==> config.mk <==
export PLATFORM = sky130hd
export DESIGN_NAME = q2e_isqrt_cell
export DESIGN_NICKNAME = d
export VERILOG_FILES = /design/src/hdl/q2e_pkg.sv /design/src/hdl/q2e_isqrt_cell.sv
export SDC_FILE = /design/constraint.sdc
export NUM_CORES = 1
export LEC_CHECK = 0
export ABC_AREA = 0
export BUFFER_PORTS_ARGS = -buffer_cell sky130_fd_sc_hd__clkbuf_2
export CORE_AREA = 4 4 153 191
export CTS_CLUSTER_DIAMETER = 120
export DETAILED_ROUTE_END_ITERATION = 16
export DIE_AREA = 0 0 157 195
export HOLD_SLACK_MARGIN = 0.02
export PLACE_DENSITY = 0.79
export SLEW_MARGIN = 30
export SYNTH_ARGS = -nofsm -noshare
export SYNTH_HDL_FRONTEND = slang
export SYNTH_SLANG_ARGS = --single-unit
==> constraint.sdc <==
create_clock -name clk -period 7.45 [get_ports clk]
set_clock_uncertainty 0.1 [all_clocks]
set_input_delay 0.3725 -clock clk [delete_from_list [all_inputs] [get_ports clk]]
set_output_delay 0.3725 -clock clk [all_outputs]
set_load 0.02 [all_outputs]
==> src/hdl/q2e_pkg.sv <==
// Shared types, widths and constants for the quaternion to z-y-x Euler angle core.
// No dependencies.
package q2e_pkg;

    localparam int QW           = 16;
    localparam int PW           = 32;
    localparam int SW           = 35;
    localparam int CordicSteps  = 16;
    localparam int AngTableSize = 24;
    localparam int StepW        = $clog2(AngTableSize);
    localparam int IsqrtSteps   = 31;
    localparam int DelayLen     = IsqrtSteps + 2;
    localparam int RootW        = 2 * IsqrtSteps - 1;
    localparam int XW           = 37;
    localparam int ZW           = 26;
    localparam int RollYawLimit = 23040;
    localparam int PitchLimit   = 11520;

    localparam logic signed [ZW-1:0] Deg90 = ZW'(90 * 65536);

    typedef struct packed {
        logic                 valid;
        logic                 zero;
        logic signed [XW-1:0] x;
        logic signed [XW-1:0] y;
        logic signed [ZW-1:0] z;
    } cordic_t;

    typedef struct packed {
        logic [RootW-1:0] n;
        logic [RootW-1:0] res;
    } root_t;

    // atan(2^-i) in 1/65536 degree
    function automatic logic signed [ZW-1:0] atan_angle(input int idx);
        logic signed [ZW-1:0] a;
        case (idx)
            0:       a = ZW'(2949120);
            1:       a = ZW'(1740967);
            2:       a = ZW'(919879);
            3:       a = ZW'(466945);
            4:       a = ZW'(234379);
            5:       a = ZW'(117304);
            6:       a = ZW'(58666);
            7:       a = ZW'(29335);
            8:       a = ZW'(14668);
            9:       a = ZW'(7334);
            10:      a = ZW'(3667);
            11:      a = ZW'(1833);
            12:      a = ZW'(917);
            13:      a = ZW'(458);
            14:      a = ZW'(229);
            15:      a = ZW'(115);
            16:      a = ZW'(57);
            17:      a = ZW'(29);
            18:      a = ZW'(14);
            19:      a = ZW'(7);
            20:      a = ZW'(4);
            21:      a = ZW'(2);
            22:      a = ZW'(1);
            default: a = '0;
        endcase
        return a;
    endfunction

endpackage

==> src/hdl/q2e_isqrt_cell.sv <==
// One digit step of the floor integer square root, registered.
// Depends on q2e_pkg.
module q2e_isqrt_cell (
    input  logic                        clk,
    input  q2e_pkg::root_t              cell_in,
    input  logic [q2e_pkg::RootW-1:0]   bit_val,
    output q2e_pkg::root_t              cell_out
);
    import q2e_pkg::*;

    logic [RootW:0] trial;
    root_t          data_next;
    root_t          data_reg;

    always_comb
    begin
        trial = {1'b0, cell_in.res} + {1'b0, bit_val};
        if ({1'b0, cell_in.n} >= trial)
        begin
            data_next.n   = cell_in.n - trial[RootW-1:0];
            data_next.res = (cell_in.res >> 1) + bit_val;
        end
        else
        begin
            data_next.n   = cell_in.n;
            data_next.res = cell_in.res >> 1;
        end
    end

    always_ff @(posedge clk)
    begin
        data_reg <= data_next;
    end

    assign cell_out = data_reg;

endmodule

==> After elaboration in Yosys (flattened, before gate mapping) <==
Cells that the tools add are included.
{ "totals": {"regBits": 122, "inputBits": 184} }
{ "op_classes": {"add_sub_neg": 3, "order_cmp": 1, "mux": 1} }
{ "ops": {"columns": ["cell", "n"], "rows": [
  ["2-to-1 mux 122 bit", 1],
  ["adder 61 x 61 -> 62 bit", 1],
  ["greater-or-equal comparator 61 x 62 -> 1 bit", 1],
  ["adder 60 x 61 -> 61 bit", 1],
  ["subtractor 61 bit", 1]
]} }

==> Logic depth before layout (Yosys ltp) <==
{ "depth": {"depth_word": 3, "depth_mapped": 27, "mapped_depth_nobuf": 24} }

==> Least setup slack after synthesis <==
Ideal clock, no wire load.
{ "synth_timing": {"kind": "input -> register", "startpoint": "input cell_in[0] (netlist bit)", "endpoint": "register data_reg (netlist bit cell_out[101])", "setup_time_ns": 0.121, "arrival_time_ns": 5.425, "path_slack_ns": 1.804, "cell_stages": 26, "path_cell_list": "ha_1 > inv_1 > fa_1 > nor2b_1 > o2111ai_1 > a2111o_1 > o211ai_1 > a31oi_1 > o41a_1 > nor2_1 > a21oi_1 > o21ai_1 > xnor2_1 > ha_1 > buf_2 > nand4_1 > or2_1 > nor3_2 > nand4_1 > nor4_1 > nor4_1 > a211oi_1 > o22a_2 > buf_12 > buf_12 > mux2_4"} }
{ "synth_lines": {"columns": ["item", "line", "source"], "rows": [
  ["start: declaration", "q2e_isqrt_cell.sv:5", "input q2e_pkg::root_t cell_in,"],
  ["end signal: assignment", "q2e_isqrt_cell.sv:32", "data_reg <= data_next;"],
  ["end: declaration", "q2e_isqrt_cell.sv:13", "root_t data_reg;"]
]} }

==> summary.md <==
| Metric | Value |
|---|---|
| CTS H-tree depth | `4` |
| Drt wl/cell | `19.7 microns` |
| Syn Inst Count | `1866` |
| Dpl ws | `0.432 ns` |
| Final Setup Violations | `0` |
| Max Root-Sink Buffers | `2` |
| Max FFs per register | `122` |
| Status | `completed` |
| Top-count cell post-synth | `a21oi_1` |
| Synthesized area | `14900 sq um` |
| Gr usage total | `30.6%` |
| Die area | `30600 sq um` |
| Initial antenna violation count | `1` |
| I/O Buffers | `305` |
| Total gr overflow | `0` |
| Syn_nets | `2235` |
| Yosys warns | `0` |
| Part of the power in the clock network | `19.5%` |
| Fill count | `2508` |
| Final Slew Violations | `0` |
| Syn_area_per_cell | `7.98 sq um` |
| Detail Route Antenna Nets | `0` |
| Worst EP arrival | `6.94 ns` |
| Die X | `157 microns` |
| Post-route design area | `17000 sq um` |
| Vias/cell | `6.24` |
| Post-DP HPWL | `40.0 mm` |
| Tcrit/Tclk final | `90.0%` |
| CTS Sinks | `122` |
| Worst vdd ir | `0.142 mV` |
| Post-synth EDFFs | `0` |
| Worst-path clk slew | `0.06 ns` |
| Hold Fails Final Rpt | `0` |
| Critical-path top delay cell | `o41a_1` |
| Period minus WS final | `6.71 ns` |
| Final WS setup | `0.745 ns` |
| CP peak stage delay | `0.48 ns` |
| Synth area leader | `dfxtp_1` |
| Final WL | `48.6 mm` |
| Drt first pass iters | `5` |
| Initial Util | `54.2%` |
| Layout cells sized above 1 | `21.2%` |
| Predominant post-synthesis flop cell | `dfxtp_1` |
| Fmax | `0.149 GHz` |
| Vert. Die Dim | `195 microns` |
| CTS tree | `done` |
| CTS buffer count | `17` |
| Iter 0 DRT Violations | `968` |
| Hold path depth | `3` |
| Top cells by count, synth | `a21oi_1, ha_1, nand2_1` |
| DRC viols | `0` |
| Cell family with most CP delay | `compound AO/OA/AOI/OAI gates` |
| Asr flop ratio synth | `0%` |
| Sequential area share after synthesis | `16.4%` |
| Vias in the first global route | `14900` |
| Worst rel slew slack | `46.8%` |
| Crit path launch type | `input pin` |
| Number of max-cap violations | `0` |
| Diode count | `0` |
| Area post-placement | `16400 sq um` |
| Hold_buf cts | `0` |
| Switch share | `44.6%` |
| Unrepaired setup endpoints after global routing | `no` |
| Worst Path Buf+Inv | `3` |
| Share of total power in combinational logic | `59.5%` |
| P_sw | `1.91 mW` |
| Levels on crit path | `25` |
| Pin count of the biggest net entering global routing | `62` |
| Class of the worst hold path | `in -> reg` |
| Finished Layout Cells | `2467` |
| Hold path startpoint | `cell_in[110]` |
| Crit end category | `flop` |
| Total Negative Setup Slacks | `0 ns` |
| Post-CTS sizing | `0` |
| Final Net Count | `2476` |
| Post-Place Cells | `2438` |
| Hold endpoint | `cell_out[110]` |
| Dominant cells by area after synthesis | `dfxtp_1, ha_1, a21oi_1` |
| Slew at the pin closest to its max-slew limit | `0.798 ns` |
| Area delta synth->final | `14.1%` |
| Critical path data required time | `7.68 ns` |
| P_leak | `8.13 nW` |
| CP Class | `in -> reg` |
| IO Count | `306` |
| Placer Congestion | `0.969` |
| Core area | `27500 sq um` |
| Rows | `68` |
| Internal | `2.37 mW` |
| Power per Cell Area | `252 nW/um^2` |
| CTS root buf | `clkbuf_16` |
| Post-CTS Setup Bufs | `0` |
| First-pass GRT wire length | `75.8 mm` |
| Yosys top cell area share | `16.4%` |
| Reg power frac | `21.0%` |
| CP Max Fanout | `32` |
| Synthesized flop and latch total | `122` |
| Vias | `15400` |
| Unique cell type count in the Yosys netlist | `86` |
| Core Util, Final | `61.8%` |
==> metal layers <==
layer  part of all wire (%)  vias up  track usage (%)
met1                     42     7116             39.8
met3                    7.3      153             3.97
met2                     45      715             49.3
met5                  0.027        -                0
li1                       -     7416                -
met4                    5.3        2             15.7
==> through the flow <==
stage / power (mW) / hold WS (ns)
after floorplan: 2.78 / 0.371
after global placement: 3.38 / 0.500
after detailed placement: 3.41 / 0.510
after CTS: 4.25 / 0.0500
after global routing: 4.53 / 0.0653
final: 4.28 / 0.0615
==> kinds of logic (layout without fill, tap and decap cells) <==
logic type                 after synthesis  after routing  share of synthesized area, %
and+or+nand+nor                        502            502                          16.4
adders and majority gates              185            185                          15.7
muxes                                   85             85                          7.93
buffers and inverters                  131            382                          4.44
xor gates and xnor gates               166            166                          9.76
DFF                                    122            122                          16.4
AOI/OAI and AO/OA                      675            675                          29.4
==> how the worst max path moves through the flow <==
stage                     from            end  slack [ns]
global placement    bit_val[0]   cell_out[13]        0.56
CTS                 bit_val[0]   cell_out[18]        0.86
finish              bit_val[0]   cell_out[31]        0.74
global route        bit_val[0]   cell_out[31]        0.22
floorplan           cell_in[0]  cell_out[101]        1.80
detailed placement  bit_val[0]   cell_out[18]        0.43
==> tightest hold or removal path: stages <==
cell and delay (ns):
clkbuf_2 0.10, nand2_1 0.05, o21ai_1 0.05
==> power by group through the flow <==
| stage | logic, mW | registers, mW | clock network, mW |
|---|---|---|---|
| after CTS | 2.52 | 0.897 | 0.840 |
| after detailed placement | 2.50 | 0.909 | 0 |
| final | 2.55 | 0.898 | 0.835 |
| after global placement | 2.47 | 0.909 | 0 |
| after global routing | 2.75 | 0.910 | 0.870 |
| after floorplan | 1.65 | 1.13 | 0 |
==> placed cells by master (no fill, tap or decap), types with 5 or more instances in the layout <==
cell type and n:
nor2b_1 17, o221ai_1 5, inv_1 45, dfxtp_1 122, nor4_1 10, and3_1 18, o31ai_1 14, xnor2_1 104
o21a_1 20, clkbuf_16 17, or3_1 9, o21ai_1 13, nor3_1 19, nand2b_1 19, xor2_1 62, and2_1 11
a31oi_1 32, a21o_1 113, ha_1 182, a211o_1 14, nor2_1 104, o2111ai_1 5, nand3_1 48, nor3b_1 5
a211oi_1 16, o21bai_1 39, o211ai_1 14, nand2_1 177, clkbuf_2 305, o21ai_0 110, mux2_2 23, a221oi_1 7
a21boi_0 10, nand4_1 39, a21oi_1 210, mux2_4 60
==> layout make-up <==
cell class | count | area (sq um) | area share, %
clock inverters | 7 | 95.1 | 0.560
inverters | 45 | 169 | 0.994
multi-input cells | 1613 | 11800 | 69.5
repair buffers | 308 | 1570 | 9.26
well taps | 350 | 438 | 2.58
clock buffers | 22 | 464 | 2.73
flip-flops and latches | 122 | 2440 | 14.4
Note: power is estimated with default switching activity, not from simulation.
